--- src/rtl/cdad_pkg.sv ---
// ----------------------------------------------------------------------------
// Calendar date add days: shared package
// Payload types, status codes, controller/datapath signal groups and the
// calendar tables used by the datapath.
// ----------------------------------------------------------------------------
package cdad_pkg;

   // Result status codes.
   localparam logic [1:0] STATUS_OK        = 2'd0;
   localparam logic [1:0] STATUS_BAD_MONTH = 2'd1;
   localparam logic [1:0] STATUS_OVERFLOW  = 2'd2;

   // Calendar constants.
   localparam logic [14:0] YEAR_MAX       = 15'd32767;
   localparam logic [3:0]  MONTH_JAN      = 4'd1;
   localparam logic [3:0]  MONTH_FEB      = 4'd2;
   localparam logic [3:0]  MONTH_DEC      = 4'd12;
   localparam logic [4:0]  DAYS_LONG      = 5'd31;
   localparam logic [4:0]  DAYS_SHORT     = 5'd30;
   localparam logic [4:0]  DAYS_FEB       = 5'd28;
   localparam logic [4:0]  DAYS_FEB_LEAP  = 5'd29;
   localparam logic [8:0]  DAYS_YEAR      = 9'd365;
   localparam logic [8:0]  DAYS_YEAR_LEAP = 9'd366;

   // Reciprocal of 25: floor(year * 5243 / 2^17) equals year / 25 for all
   // 15-bit years.
   localparam logic [12:0] RECIP_25       = 13'd5243;
   localparam int          RECIP_SHIFT    = 17;

   // Input beat.
   typedef struct packed {
      logic [4:0]  start_day;
      logic [3:0]  start_month;
      logic [14:0] start_year;
      logic [14:0] days_to_add;
   } req_type;

   // Result beat.
   typedef struct packed {
      logic [4:0]  end_day;
      logic [3:0]  end_month;
      logic [14:0] end_year;
      logic [1:0]  status;
   } rsp_type;

   // Commands from the controller to the datapath.
   typedef struct packed {
      logic       load;
      logic       calc_quot;
      logic       calc_mod;
      logic       calc_sum;
      logic       year_step;
      logic       month_step;
      logic       set_status;
      logic [1:0] status_code;
      logic       out_load;
   } cmd_type;

   // Status from the datapath to the controller.
   typedef struct packed {
      logic month_bad;
      logic year_more;
      logic year_at_max;
      logic month_more;
      logic out_free;
   } sts_type;

   // Length of a month, 1 to 12.
   function automatic logic [4:0] month_days(input logic [3:0] month, input logic leap);
      logic [4:0] len;
      unique case (month) inside
         4'd4, 4'd6, 4'd9, 4'd11: len = DAYS_SHORT;
         MONTH_FEB:               len = leap ? DAYS_FEB_LEAP : DAYS_FEB;
         default:                 len = DAYS_LONG;
      endcase
      return len;
   endfunction

   // Days in the months before the given month.
   function automatic logic [8:0] days_before(input logic [3:0] month, input logic leap);
      logic [8:0] base;
      unique case (month)
         4'd2:    base = 9'd31;
         4'd3:    base = 9'd59;
         4'd4:    base = 9'd90;
         4'd5:    base = 9'd120;
         4'd6:    base = 9'd151;
         4'd7:    base = 9'd181;
         4'd8:    base = 9'd212;
         4'd9:    base = 9'd243;
         4'd10:   base = 9'd273;
         4'd11:   base = 9'd304;
         4'd12:   base = 9'd334;
         default: base = 9'd0;
      endcase
      if (leap && (month > MONTH_FEB)) begin
         base = base + 9'd1;
      end
      return base;
   endfunction

endpackage

--- src/rtl/cdad_dpath.sv ---
// ----------------------------------------------------------------------------
// Calendar date add days: datapath
// Holds the item, the running day count, year, month and the year's
// remainder modulo 25, and the output register of the result channel.
// ----------------------------------------------------------------------------
module cdad_dpath import cdad_pkg::*; (
   input  logic    clock,
   input  logic    reset,
   input  cmd_type cmd,
   output sts_type sts,
   input  req_type req_data,
   output logic    rsp_valid,
   input  logic    rsp_stall,
   output rsp_type rsp_data
);

   logic [4:0]  day_ff, day_in;
   logic [3:0]  month_ff, month_in;
   logic [14:0] year_ff, year_in;
   logic [14:0] add_ff, add_in;
   logic [10:0] quot_ff, quot_in;
   logic [4:0]  mod25_ff, mod25_in;
   logic [15:0] rem_ff, rem_in;
   logic [3:0]  mon_ff, mon_in;
   logic [1:0]  status_ff, status_in;
   logic        rsp_valid_ff, rsp_valid_in;
   rsp_type     rsp_data_ff, rsp_data_in;

   logic [27:0] prod;
   logic [15:0] quot_x25;
   logic        leap;
   logic [8:0]  year_len;
   logic [4:0]  mon_len;

   // Leap rule from the low year bits and the remainder modulo 25.
   assign leap = ((year_ff[1:0] == 2'd0) && (mod25_ff != 5'd0)) ||
                 ((year_ff[3:0] == 4'd0) && (mod25_ff == 5'd0));
   assign year_len = leap ? DAYS_YEAR_LEAP : DAYS_YEAR;
   assign mon_len  = month_days(mon_ff, leap);

   // Quotient by 25 through the reciprocal, and its multiple back.
   assign prod     = {13'd0, year_ff} * {15'd0, RECIP_25};
   assign quot_x25 = {1'b0, quot_ff, 4'd0} + {2'b0, quot_ff, 3'd0} + {5'd0, quot_ff};

   // Status towards the controller.
   assign sts.month_bad   = (month_ff == 4'd0) || (month_ff > MONTH_DEC);
   assign sts.year_more   = {7'd0, year_len} < rem_ff;
   assign sts.year_at_max = year_ff == YEAR_MAX;
   assign sts.month_more  = ({11'd0, mon_len} < rem_ff) && (mon_ff != MONTH_DEC);
   assign sts.out_free    = !rsp_valid_ff || !rsp_stall;

   // Working registers.
   always_comb begin
      day_in    = day_ff;
      month_in  = month_ff;
      year_in   = year_ff;
      add_in    = add_ff;
      quot_in   = quot_ff;
      mod25_in  = mod25_ff;
      rem_in    = rem_ff;
      mon_in    = mon_ff;
      status_in = status_ff;
      if (cmd.load) begin
         day_in   = req_data.start_day;
         month_in = req_data.start_month;
         year_in  = req_data.start_year;
         add_in   = req_data.days_to_add;
      end
      if (cmd.calc_quot) begin
         quot_in = prod[RECIP_SHIFT +: 11];
      end
      if (cmd.calc_mod) begin
         mod25_in = 5'(({1'b0, year_ff} - quot_x25));
      end
      if (cmd.calc_sum) begin
         rem_in = {11'd0, day_ff} + {7'd0, days_before(month_ff, leap)} + {1'b0, add_ff};
         mon_in = MONTH_JAN;
      end
      if (cmd.year_step) begin
         rem_in   = rem_ff - {7'd0, year_len};
         year_in  = year_ff + 15'd1;
         mod25_in = (mod25_ff == 5'd24) ? 5'd0 : mod25_ff + 5'd1;
      end
      if (cmd.month_step) begin
         rem_in = rem_ff - {11'd0, mon_len};
         mon_in = mon_ff + 4'd1;
      end
      if (cmd.set_status) begin
         status_in = cmd.status_code;
      end
   end

   always_ff @(posedge clock) begin
      day_ff    <= day_in;
      month_ff  <= month_in;
      year_ff   <= year_in;
      add_ff    <= add_in;
      quot_ff   <= quot_in;
      mod25_ff  <= mod25_in;
      rem_ff    <= rem_in;
      mon_ff    <= mon_in;
      status_ff <= status_in;
   end

   // Result beat, chosen by the final status.
   always_comb begin
      rsp_data_in = rsp_data_ff;
      if (cmd.out_load) begin
         case (status_ff)
            STATUS_BAD_MONTH: begin
               rsp_data_in.end_day   = 5'd0;
               rsp_data_in.end_month = MONTH_JAN;
               rsp_data_in.end_year  = 15'd0;
               rsp_data_in.status    = STATUS_BAD_MONTH;
            end
            STATUS_OVERFLOW: begin
               rsp_data_in.end_day   = DAYS_LONG;
               rsp_data_in.end_month = MONTH_DEC;
               rsp_data_in.end_year  = YEAR_MAX;
               rsp_data_in.status    = STATUS_OVERFLOW;
            end
            default: begin
               rsp_data_in.end_day   = rem_ff[4:0];
               rsp_data_in.end_month = mon_ff;
               rsp_data_in.end_year  = year_ff;
               rsp_data_in.status    = STATUS_OK;
            end
         endcase
      end
   end

   // Output register valid: set on load, cleared when the beat is taken.
   always_comb begin
      rsp_valid_in = rsp_valid_ff;
      if (cmd.out_load) begin
         rsp_valid_in = 1'b1;
      end else if (!rsp_stall) begin
         rsp_valid_in = 1'b0;
      end
   end

   always_ff @(posedge clock) begin
      if (reset) begin
         rsp_valid_ff <= 1'b0;
      end else begin
         rsp_valid_ff <= rsp_valid_in;
      end
      rsp_data_ff <= rsp_data_in;
   end

   assign rsp_valid = rsp_valid_ff;
   assign rsp_data  = rsp_data_ff;

endmodule

--- src/rtl/cdad_ctrl.sv ---
// ----------------------------------------------------------------------------
// Calendar date add days: controller
// Sequences one item through month check, modulo setup, day-of-year sum,
// the year walk, the month walk and the hand-off to the output register.
// ----------------------------------------------------------------------------
module cdad_ctrl import cdad_pkg::*; (
   input  logic    clock,
   input  logic    reset,
   input  logic    req_valid,
   output logic    req_stall,
   input  sts_type sts,
   output cmd_type cmd
);

   localparam logic [2:0] S_IDLE  = 3'd0;
   localparam logic [2:0] S_QUOT  = 3'd1;
   localparam logic [2:0] S_MOD   = 3'd2;
   localparam logic [2:0] S_SUM   = 3'd3;
   localparam logic [2:0] S_YEAR  = 3'd4;
   localparam logic [2:0] S_MONTH = 3'd5;
   localparam logic [2:0] S_DONE  = 3'd6;

   logic [2:0] state_ff, state_in;

   // The block takes a new beat only between items.
   assign req_stall = state_ff != S_IDLE;

   // Next state and commands.
   always_comb begin
      state_in = state_ff;
      cmd      = '0;
      unique case (state_ff)
         S_IDLE: begin
            if (req_valid) begin
               cmd.load = 1'b1;
               state_in = S_QUOT;
            end
         end
         S_QUOT: begin
            if (sts.month_bad) begin
               cmd.set_status  = 1'b1;
               cmd.status_code = STATUS_BAD_MONTH;
               state_in        = S_DONE;
            end else begin
               cmd.calc_quot = 1'b1;
               state_in      = S_MOD;
            end
         end
         S_MOD: begin
            cmd.calc_mod = 1'b1;
            state_in     = S_SUM;
         end
         S_SUM: begin
            cmd.calc_sum    = 1'b1;
            cmd.set_status  = 1'b1;
            cmd.status_code = STATUS_OK;
            state_in        = S_YEAR;
         end
         S_YEAR: begin
            if (sts.year_more) begin
               if (sts.year_at_max) begin
                  cmd.set_status  = 1'b1;
                  cmd.status_code = STATUS_OVERFLOW;
                  state_in        = S_DONE;
               end else begin
                  cmd.year_step = 1'b1;
               end
            end else begin
               state_in = S_MONTH;
            end
         end
         S_MONTH: begin
            if (sts.month_more) begin
               cmd.month_step = 1'b1;
            end else begin
               state_in = S_DONE;
            end
         end
         S_DONE: begin
            if (sts.out_free) begin
               cmd.out_load = 1'b1;
               state_in     = S_IDLE;
            end
         end
         default: begin
            state_in = S_IDLE;
         end
      endcase
   end

   always_ff @(posedge clock) begin
      if (reset) begin
         state_ff <= S_IDLE;
      end else begin
         state_ff <= state_in;
      end
   end

endmodule

--- src/rtl/calendar_date_add_days_top.sv ---
// ----------------------------------------------------------------------------
// Calendar date add days: top level
// Adds a day count to a Gregorian date and reports the resulting date.
// ----------------------------------------------------------------------------
// One item is worked on at a time: the month check, the modulo setup and the
// day-of-year sum come first, then one step for each whole year crossed and
// one for each month stepped (up to 11), then the hand-off to the output
// register. The walk over years, one year per cycle through a single
// subtractor, is the longest part of an item. A stall on the result channel
// that still holds the previous result when the walk ends delays the hand-off.
// The result waits in an output register, so the next beat is taken as soon
// as the previous result has been written there. A start month outside 1 to
// 12 gives status 1, and a year carried beyond 32767 saturates to
// 31 December 32767 with status 2.
module calendar_date_add_days_top import cdad_pkg::*; (
   input  logic    clock,
   input  logic    reset,
   input  logic    req_valid,
   output logic    req_stall,
   input  req_type req_data,
   output logic    rsp_valid,
   input  logic    rsp_stall,
   output rsp_type rsp_data
);

   cmd_type cmd;
   sts_type sts;

   // Sequencer.
   cdad_ctrl u_ctrl (
      .clock     (clock),
      .reset     (reset),
      .req_valid (req_valid),
      .req_stall (req_stall),
      .sts       (sts),
      .cmd       (cmd)
   );

   // Arithmetic and output register.
   cdad_dpath u_dpath (
      .clock     (clock),
      .reset     (reset),
      .cmd       (cmd),
      .sts       (sts),
      .req_data  (req_data),
      .rsp_valid (rsp_valid),
      .rsp_stall (rsp_stall),
      .rsp_data  (rsp_data)
   );

`ifndef SYNTHESIS
   // An accepted beat closes the input until its result is written to the output register.
   a_busy_after_accept: assert property (@(posedge clock) disable iff (reset)
      (req_valid && !req_stall) |=> req_stall)
      else $error("input open right after an accepted beat");

   // The year and month walks never step together.
   a_one_walk: assert property (@(posedge clock) disable iff (reset)
      !(cmd.year_step && cmd.month_step))
      else $error("year and month step in the same cycle");

   // A saturated result always lies in December of the last year.
   a_sat_value: assert property (@(posedge clock) disable iff (reset)
      (rsp_valid && (rsp_data.status == STATUS_OVERFLOW)) |->
      ((rsp_data.end_year == YEAR_MAX) && (rsp_data.end_month == MONTH_DEC)))
      else $error("overflow status without saturated date");

   // Every result has a month from 1 to 12 and a known status.
   a_result_range: assert property (@(posedge clock) disable iff (reset)
      rsp_valid |-> ((rsp_data.end_month >= MONTH_JAN) &&
                     (rsp_data.end_month <= MONTH_DEC) &&
                     (rsp_data.status <= STATUS_OVERFLOW)))
      else $error("result month or status out of range");
`endif

endmodule

--- config.mk ---
export PLATFORM = sky130hd
export DESIGN_NAME = calendar_date_add_days_top
export DESIGN_NICKNAME = d
export VERILOG_FILES = /design/src/rtl/cdad_pkg.sv /design/src/rtl/cdad_dpath.sv /design/src/rtl/cdad_ctrl.sv /design/src/rtl/calendar_date_add_days_top.sv
export SDC_FILE = /design/constraint.sdc
export NUM_CORES = 1
export LEC_CHECK = 0
export BUFFER_PORTS_ARGS = -buffer_cell sky130_fd_sc_hd__buf_2
export CAP_MARGIN = 20
export CORE_UTILIZATION = 50
export DETAILED_ROUTE_END_ITERATION = 7
export GPL_TIMING_DRIVEN = 0
export PLACE_DENSITY = 0.68
export SKIP_LAST_GASP = 1
export SYNTH_ARGS = -nofsm -noshare
export SYNTH_HDL_FRONTEND = slang
export SYNTH_SLANG_ARGS = --single-unit
--- constraint.sdc ---
create_clock -name clock -period 5.6 [get_ports clock]
set_input_delay 1.68 -clock clock [delete_from_list [all_inputs] [get_ports clock]]
set_output_delay 1.68 -clock clock [all_outputs]
set_load 0.1 [all_outputs]
==> flow_summary.toml, run 1 <==
[drt]
antenna_left = 0
wl_per_cell_microns = 16.2
vias_per_cell = 5.39
drc = 0
via_count = 7541
drtIter0Drc = 571
drt-total-wl_microns = 22600
dr.pass1.iters = 5

[grt]
grt_pass1_vias = 7352
grt_max_degree = 21
grt_pass1_wl_microns = 37800
antenna_found_initial = 0
track_usage_pct = 23.7
grt_remaining_overflow = 0

[synthesis]
synth_edf_count = 97
synth_flop_cell = "edfxtp_1"
synth_top_area_share_pct = 28.7
ys_ff_latch = 110
synth_cell_types = 66
synthCells = 1038
synth_fp_nets = 1287
synth_seq_area_share_pct = 31.3
synth.cell_area_sq_mm = 0.0101
synth_area_leaders = "edfxtp_1 29%, ha_1 17%, fa_1 14%"
synth_top_area_cell = "edfxtp_1"
yosys_warnings = 0
avgSynthCellArea_sq_um = 9.77
ys_async_sr_fraction_pct = 0

[worst_setup_path]
path_delay_family = "compound AO/OA/AOI/OAI gates"
crit_type = "reg2reg"
path_common_cell = "ha_1"
rr_startpoint = "u_dpath.year_ff[2]$_DFFE_PP_"
arrival_ns = 5.39
cp-startpoint = "u_dpath.year_ff[2]$_DFFE_PP_"
crit_fanout = 7
worstPathRequired_ns = 5.72
worst-r2r-cell-count = 20
worst-path-buf-inv = 2
slowest_stage = "edfxtp_1"
endpoint_kind = "flip-flop"
slowest_delay_ns = 0.51
critical_path_cell_count = 20
start_kind = "flip-flop"
path_cells = "inv_1 -> ha_1 -> nor4b_2 -> a211oi_4 -> xor2_1 -> ha_1 -> inv_1 -> fa_1 -> nor2b_1 -> o21ai_0 -> a21boi_0 -> o22ai_1 -> a31oi_1 -> xnor2_1 -> ha_1 -> o21ai_0 -> o21bai_1 -> a211oi_1 -> xnor2_1 -> a221o_1"

[clock_network]
clock_sinks = 110
cts.hold.buffers_added = 0
clockBufferDepth = 2
root_buffer = "clkbuf_16"
tritoncts = "built"
htreeDepth = 3
worstSkewPairLatency_ns = 0.36
cts_made_buffers = 9
clk_pin_slew_ns = 0.09

[timing]
min_period_ns = 5.27
tightestPinTransition_ns = 0.980
tns_ns = 0
finalSetupViolCount = 0
hold_slack_ns = 0.582
drv_slew = 0
period_share_pct = 94.1
rsz0062_at_grt = "true"
fmax_mhz = 190
timing.final.hold_violations = 0
clock_skew_ns = 0.0203
max_slew_margin_pct = 34.0

[cells_and_area]
final_common_cell = "inv_1"
num-fill-cells = 1763
final_cell_mix = "174 x inv_1, 134 x ha_1, 117 x nand2_1"
nNetsFinal = 1377
drive_gt1_share_pct = 10.5
num_antenna_cells = 0
area_growth_pct = 10.9

[flow_run]
cap_violations = 0

[hold_path]
worstHoldStart = "u_dpath.rsp_valid$_SDFFE_PP0P_"
hp-class = "reg2reg"
min_path_cells = 2

[die]
io-pin-count = 71
die_h_microns = 144
dieArea_sq_mm = 0.0209
fp.coreArea_sq_mm = 0.0197
die_w_microns = 144
start_util_pct = 51.6
fp-row-count = 51

[place]
post-dp-hpwl_microns = 18500
numPortBuffers = 70
gp_congestion = 0.910

[outcome]
status = "complete, no violations"
-- per-stage QoR --
step	cells	area, sq um	utilization (%)	setup slack, ns
after floorplan	1038	10100	-	0.948
after global placement	1373	10800	55.1	0.116
after detailed placement	1376	10900	55.4	0.0659
after CTS	1392	11200	56.9	0.0317
after global routing	1398	11200	57.2	0.00214
final	1398	11200	57.2	0.328
-- cell families (layout without fill, tap and decap cells) --
logic type	Yosys count	after routing	share of synthesized area, %
and+or+nand+nor	260	260	12.1
adders and majority gates	206	206	30.7
buffers and inverters	201	296	7.60
AOI/OAI and AO/OA	188	188	11.8
DFF	110	110	31.3
xor gates and xnor gates	64	64	5.53
muxes	9	9	0.937
-- Yosys cell counts (3+ instances only) --
cell type / n
mux2_2: 4
a211oi_1: 12
o21a_1: 5
nand2b_1: 8
nor2_1: 49
inv_1: 174
a21oi_1: 43
nand3_1: 21
fa_1: 72
o21ai_0: 56
dfxtp_1: 13
mux2i_1: 5
a221oi_1: 5
nand2_1: 117
clkbuf_1: 21
buf_2: 3
or2_2: 3
or3_1: 5
xnor2_1: 47
a31oi_1: 7
nand4_1: 8
xor2_1: 17
nor3_1: 7
o211ai_1: 9
o21bai_1: 4
o22ai_1: 9
nor4_1: 4
and2_1: 3
ha_1: 134
nand4b_1: 6
o221ai_1: 3
a21o_1: 10
nor2b_1: 7
and3_1: 7
edfxtp_1: 97
-- timing repair --
item                                   CTS  global route
gates resized for setup                  0             3
endpoints found under the hold margin    0             0
setup endpoints to repair                0             7
buffers inserted                         0             5
-- cell type report --
class / instances / area, sq um / area share, %
Sequential cell: 110 / 3170 / 28.2
Inverter: 174 / 653 / 5.81
Timing Repair Buffer: 79 / 443 / 3.94
Multi-Input combinational cell: 727 / 6230 / 55.4
Buffer: 27 / 118 / 1.05
Clock inverter: 4 / 33.8 / 0.300
Clock buffer: 12 / 268 / 2.38
Tap cell: 265 / 332 / 2.95
-- per-layer routing --
| layer | global-route usage (%) | vias to the layer above | share of wire (%) |
|---|---|---|---|
| met5 | 0 | - | 0 |
| met4 | 5.93 | 0 | 1.8 |
| met3 | 3.81 | 25 | 6.0 |
| met2 | 37.2 | 228 | 45 |
| met1 | 33.9 | 3580 | 47 |
| li1 | - | 3708 | - |
-- registers in the layout, indices dropped and copies added, names as in the netlist, named ones only --
signal and count:
u_dpath.day_ff 5, u_dpath.rsp_valid 1, u_dpath.month_ff 4, u_dpath.rem_ff 16, u_dpath.quot_ff 5, u_dpath.status_ff 2
u_dpath.mod25_ff 5, u_ctrl.state_ff 3, u_dpath.mon_ff 4, u_dpath.rsp_data 26, u_dpath.add_ff 15, u_dpath.year_ff 15
-- worst reg2reg max path, stage by stage, from the launching register on --
cell,delay [ns]
edfxtp_1,0.51
inv_1,0.24
ha_1,0.27
nor4b_2,0.42
a211oi_4,0.17
xor2_1,0.17
ha_1,0.18
inv_1,0.05
fa_1,0.40
nor2b_1,0.15
o21ai_0,0.12
a21boi_0,0.27
o22ai_1,0.18
a31oi_1,0.21
xnor2_1,0.18
ha_1,0.29
o21ai_0,0.18
o21bai_1,0.13
a211oi_1,0.37
xnor2_1,0.20
a221o_1,0.37
-- worst paths after layout --
check / end / slack [ns]
setup reg to reg: u_dpath.rem_ff[10]$_DFFE_PP_ / 0.33
setup / recovery: u_dpath.rem_ff[10]$_DFFE_PP_ / 0.33
hold / removal: u_dpath.rsp_valid$_SDFFE_PP0P_ / 0.58
hold reg to reg: u_dpath.rsp_valid$_SDFFE_PP0P_ / 0.58
Power of run 1 is left out: the tool's default activity adds up to more than one toggle a clock period on the data nets, which glitch-free logic cannot reach.
==> inputs of run 2 (changes only) <==
--- a/config.mk
+++ b/config.mk
@@ -11,6 +11,7 @@
 export DETAILED_ROUTE_END_ITERATION = 7
 export GPL_TIMING_DRIVEN = 0
 export PLACE_DENSITY = 0.68
+export RECOVER_POWER = 50
 export SKIP_LAST_GASP = 1
 export SYNTH_ARGS = -nofsm -noshare
 export SYNTH_HDL_FRONTEND = slang
==> run 2 against run 1 <==
Sequential share of layout area up 0.16 points. Via count down 0.25%. Clock skew down 0.0012 ns. Maximum frequency down 0.45%.
==> flow_summary.toml, run 2 (synthesized netlist as in run 1, its figures left out) <==
[timing]
tightestPinTransition_ns = 1.24
clock_skew_ns = 0.0191
setup_ws_ns = 0.304
fmax_mhz = 189
finalSetupViolCount = 0
rsz0062_at_grt = "true"
max_slew_margin_pct = 17.0
drv_slew = 0
tns_ns = 0
period_share_pct = 94.6
timing.final.hold_violations = 0
min_period_ns = 5.30

[clock_network]
clockBufferDepth = 2
worstSkewPairLatency_ns = 0.36
root_buffer = "clkbuf_16"
clock_sinks = 110
clk_pin_slew_ns = 0.09
cts_made_buffers = 9
cts.hold.buffers_added = 0
htreeDepth = 3
tritoncts = "built"

[die]
fp-row-count = 51
die_h_microns = 144
die_w_microns = 144
fp.coreArea_sq_mm = 0.0197
dieArea_sq_mm = 0.0209
io-pin-count = 71
start_util_pct = 51.6

[worst_setup_path]
slowest_stage = "edfxtp_1"
rr_startpoint = "u_dpath.year_ff[2]$_DFFE_PP_"
slowest_delay_ns = 0.51
arrival_ns = 5.42
rrSetupSlack_ns = 0.30
endpoint_kind = "flip-flop"
cp-startpoint = "u_dpath.year_ff[2]$_DFFE_PP_"
path_cells = "inv_1 -> ha_1 -> nor4b_2 -> a211oi_4 -> xor2_1 -> ha_1 -> inv_1 -> fa_1 -> nor2b_1 -> o21ai_0 -> a21boi_0 -> o22ai_1 -> a31oi_1 -> xnor2_1 -> ha_1 -> o21ai_0 -> o21bai_1 -> a211oi_1 -> xnor2_1 -> a221o_1"
worstPathRequired_ns = 5.72
start_kind = "flip-flop"
crit_type = "reg2reg"
worst-r2r-cell-count = 20
crit_fanout = 7
crit_end = "u_dpath.rem_ff[10]$_DFFE_PP_"
r2r_end = "u_dpath.rem_ff[10]$_DFFE_PP_"
path_common_cell = "ha_1"

[grt]
grt_pass1_wl_microns = 37800
grt_pass1_vias = 7352
grt_remaining_overflow = 0
antenna_found_initial = 0
track_usage_pct = 23.7
grt_max_degree = 21

[place]
gp_congestion = 0.910
numPortBuffers = 70
post-dp-hpwl_microns = 18500
pre_cts_ws_ns = 0.0659

[cells_and_area]
num_antenna_cells = 0
final_cell_mix = "174 x inv_1, 134 x ha_1, 117 x nand2_1"
top_regs = "u_dpath.rsp_data x26, u_dpath.rem_ff x16"
largest_register = "u_dpath.rsp_data"
largest_reg_flops = 26
nNetsFinal = 1377
final_common_cell = "inv_1"
area_growth_pct = 10.2
drive_gt1_share_pct = 8.65

[hold_path]
hp-class = "reg2reg"
min_path_cells = 2

[drt]
via_count = 7522
drtIter0Drc = 595
antenna_left = 0
drc = 0
wl_per_cell_microns = 16.2
vias_per_cell = 5.38
dr.pass1.iters = 5
drt-total-wl_microns = 22600

[flow_run]
cap_violations = 0

[outcome]
status = "complete, no violations"
==> run 2: cell count changes in the layout (fill, tap and decap cells not counted), sizes merged <==
cell | previous run | this run
buf | 83 | 64
clkbuf | 35 | 54
==> run 2: worst min-delay path by stage <==
stage | to | startpoint | slack, ns
6_report | u_dpath.rsp_valid$_SDFFE_PP0P_ | u_dpath.rsp_valid$_SDFFE_PP0P_ | 0.57
3_3_place_gp | u_dpath.rsp_valid$_SDFFE_PP0P_ | u_dpath.rsp_valid$_SDFFE_PP0P_ | 0.53
2_1_floorplan | u_dpath.rsp_data[21]$_DFFE_PP_ | u_dpath.rem_ff[0]$_DFFE_PP_ | 0.52
3_5_place_dp | u_dpath.rsp_valid$_SDFFE_PP0P_ | u_dpath.rsp_valid$_SDFFE_PP0P_ | 0.56
4_1_cts | u_dpath.rsp_valid$_SDFFE_PP0P_ | u_dpath.rsp_valid$_SDFFE_PP0P_ | 0.57
5_1_grt | u_dpath.rsp_data[21]$_DFFE_PP_ | u_dpath.rem_ff[0]$_DFFE_PP_ | 0.62
==> run 2: metrics by stage <==
step | area, sq um | util, % | cells | hold WS, ns
floorplan | 10100 | - | 1038 | 0.518
global placement | 10800 | 55.1 | 1373 | 0.531
detailed placement | 10900 | 55.4 | 1376 | 0.562
CTS | 11200 | 56.9 | 1392 | 0.571
global route | 11200 | 56.9 | 1398 | 0.624
finish | 11200 | 56.9 | 1398 | 0.571
==> run 2: worst max-delay path, delay by kind of cell (launching register included) <==
kind | cells | cell delay (ns)
buffers and inverters | 2 | 0.28
adders and majority gates | 4 | 1.14
xor gates and xnor gates | 3 | 0.54
DFF | 1 | 0.51
AOI/OAI and AO/OA | 9 | 1.99
and+or+nand+nor | 2 | 0.57
==> run 2: layer usage <==
layer | track usage [%] | routed length (microns)
met4 | 5.93 | 366
met1 | 33.9 | 10700
met3 | 3.81 | 1250
met5 | 0 | 0
met2 | 37.2 | 10300
==> run 2: timing repair <==
| action | 4_1_cts | 5_1_grt |
|---|---|---|
| gates resized for setup | 0 | 3 |
| setup endpoints to repair | 0 | 7 |
| setup buffers | 0 | 5 |
==> run 2: final cells by class <==
| cell class | count | area, sq um |
|---|---|---|
| fillers | 1778 | 8470 |
| multi-input cells | 727 | 6220 |
| flip-flops and latches | 110 | 3170 |
| inverters | 174 | 653 |
| repair buffers | 79 | 387 |
| well taps | 265 | 332 |
| clock buffers | 12 | 268 |
| plain buffers | 27 | 118 |
| clock inverters | 4 | 33.8 |
Power of run 2 is left out for the same reason.
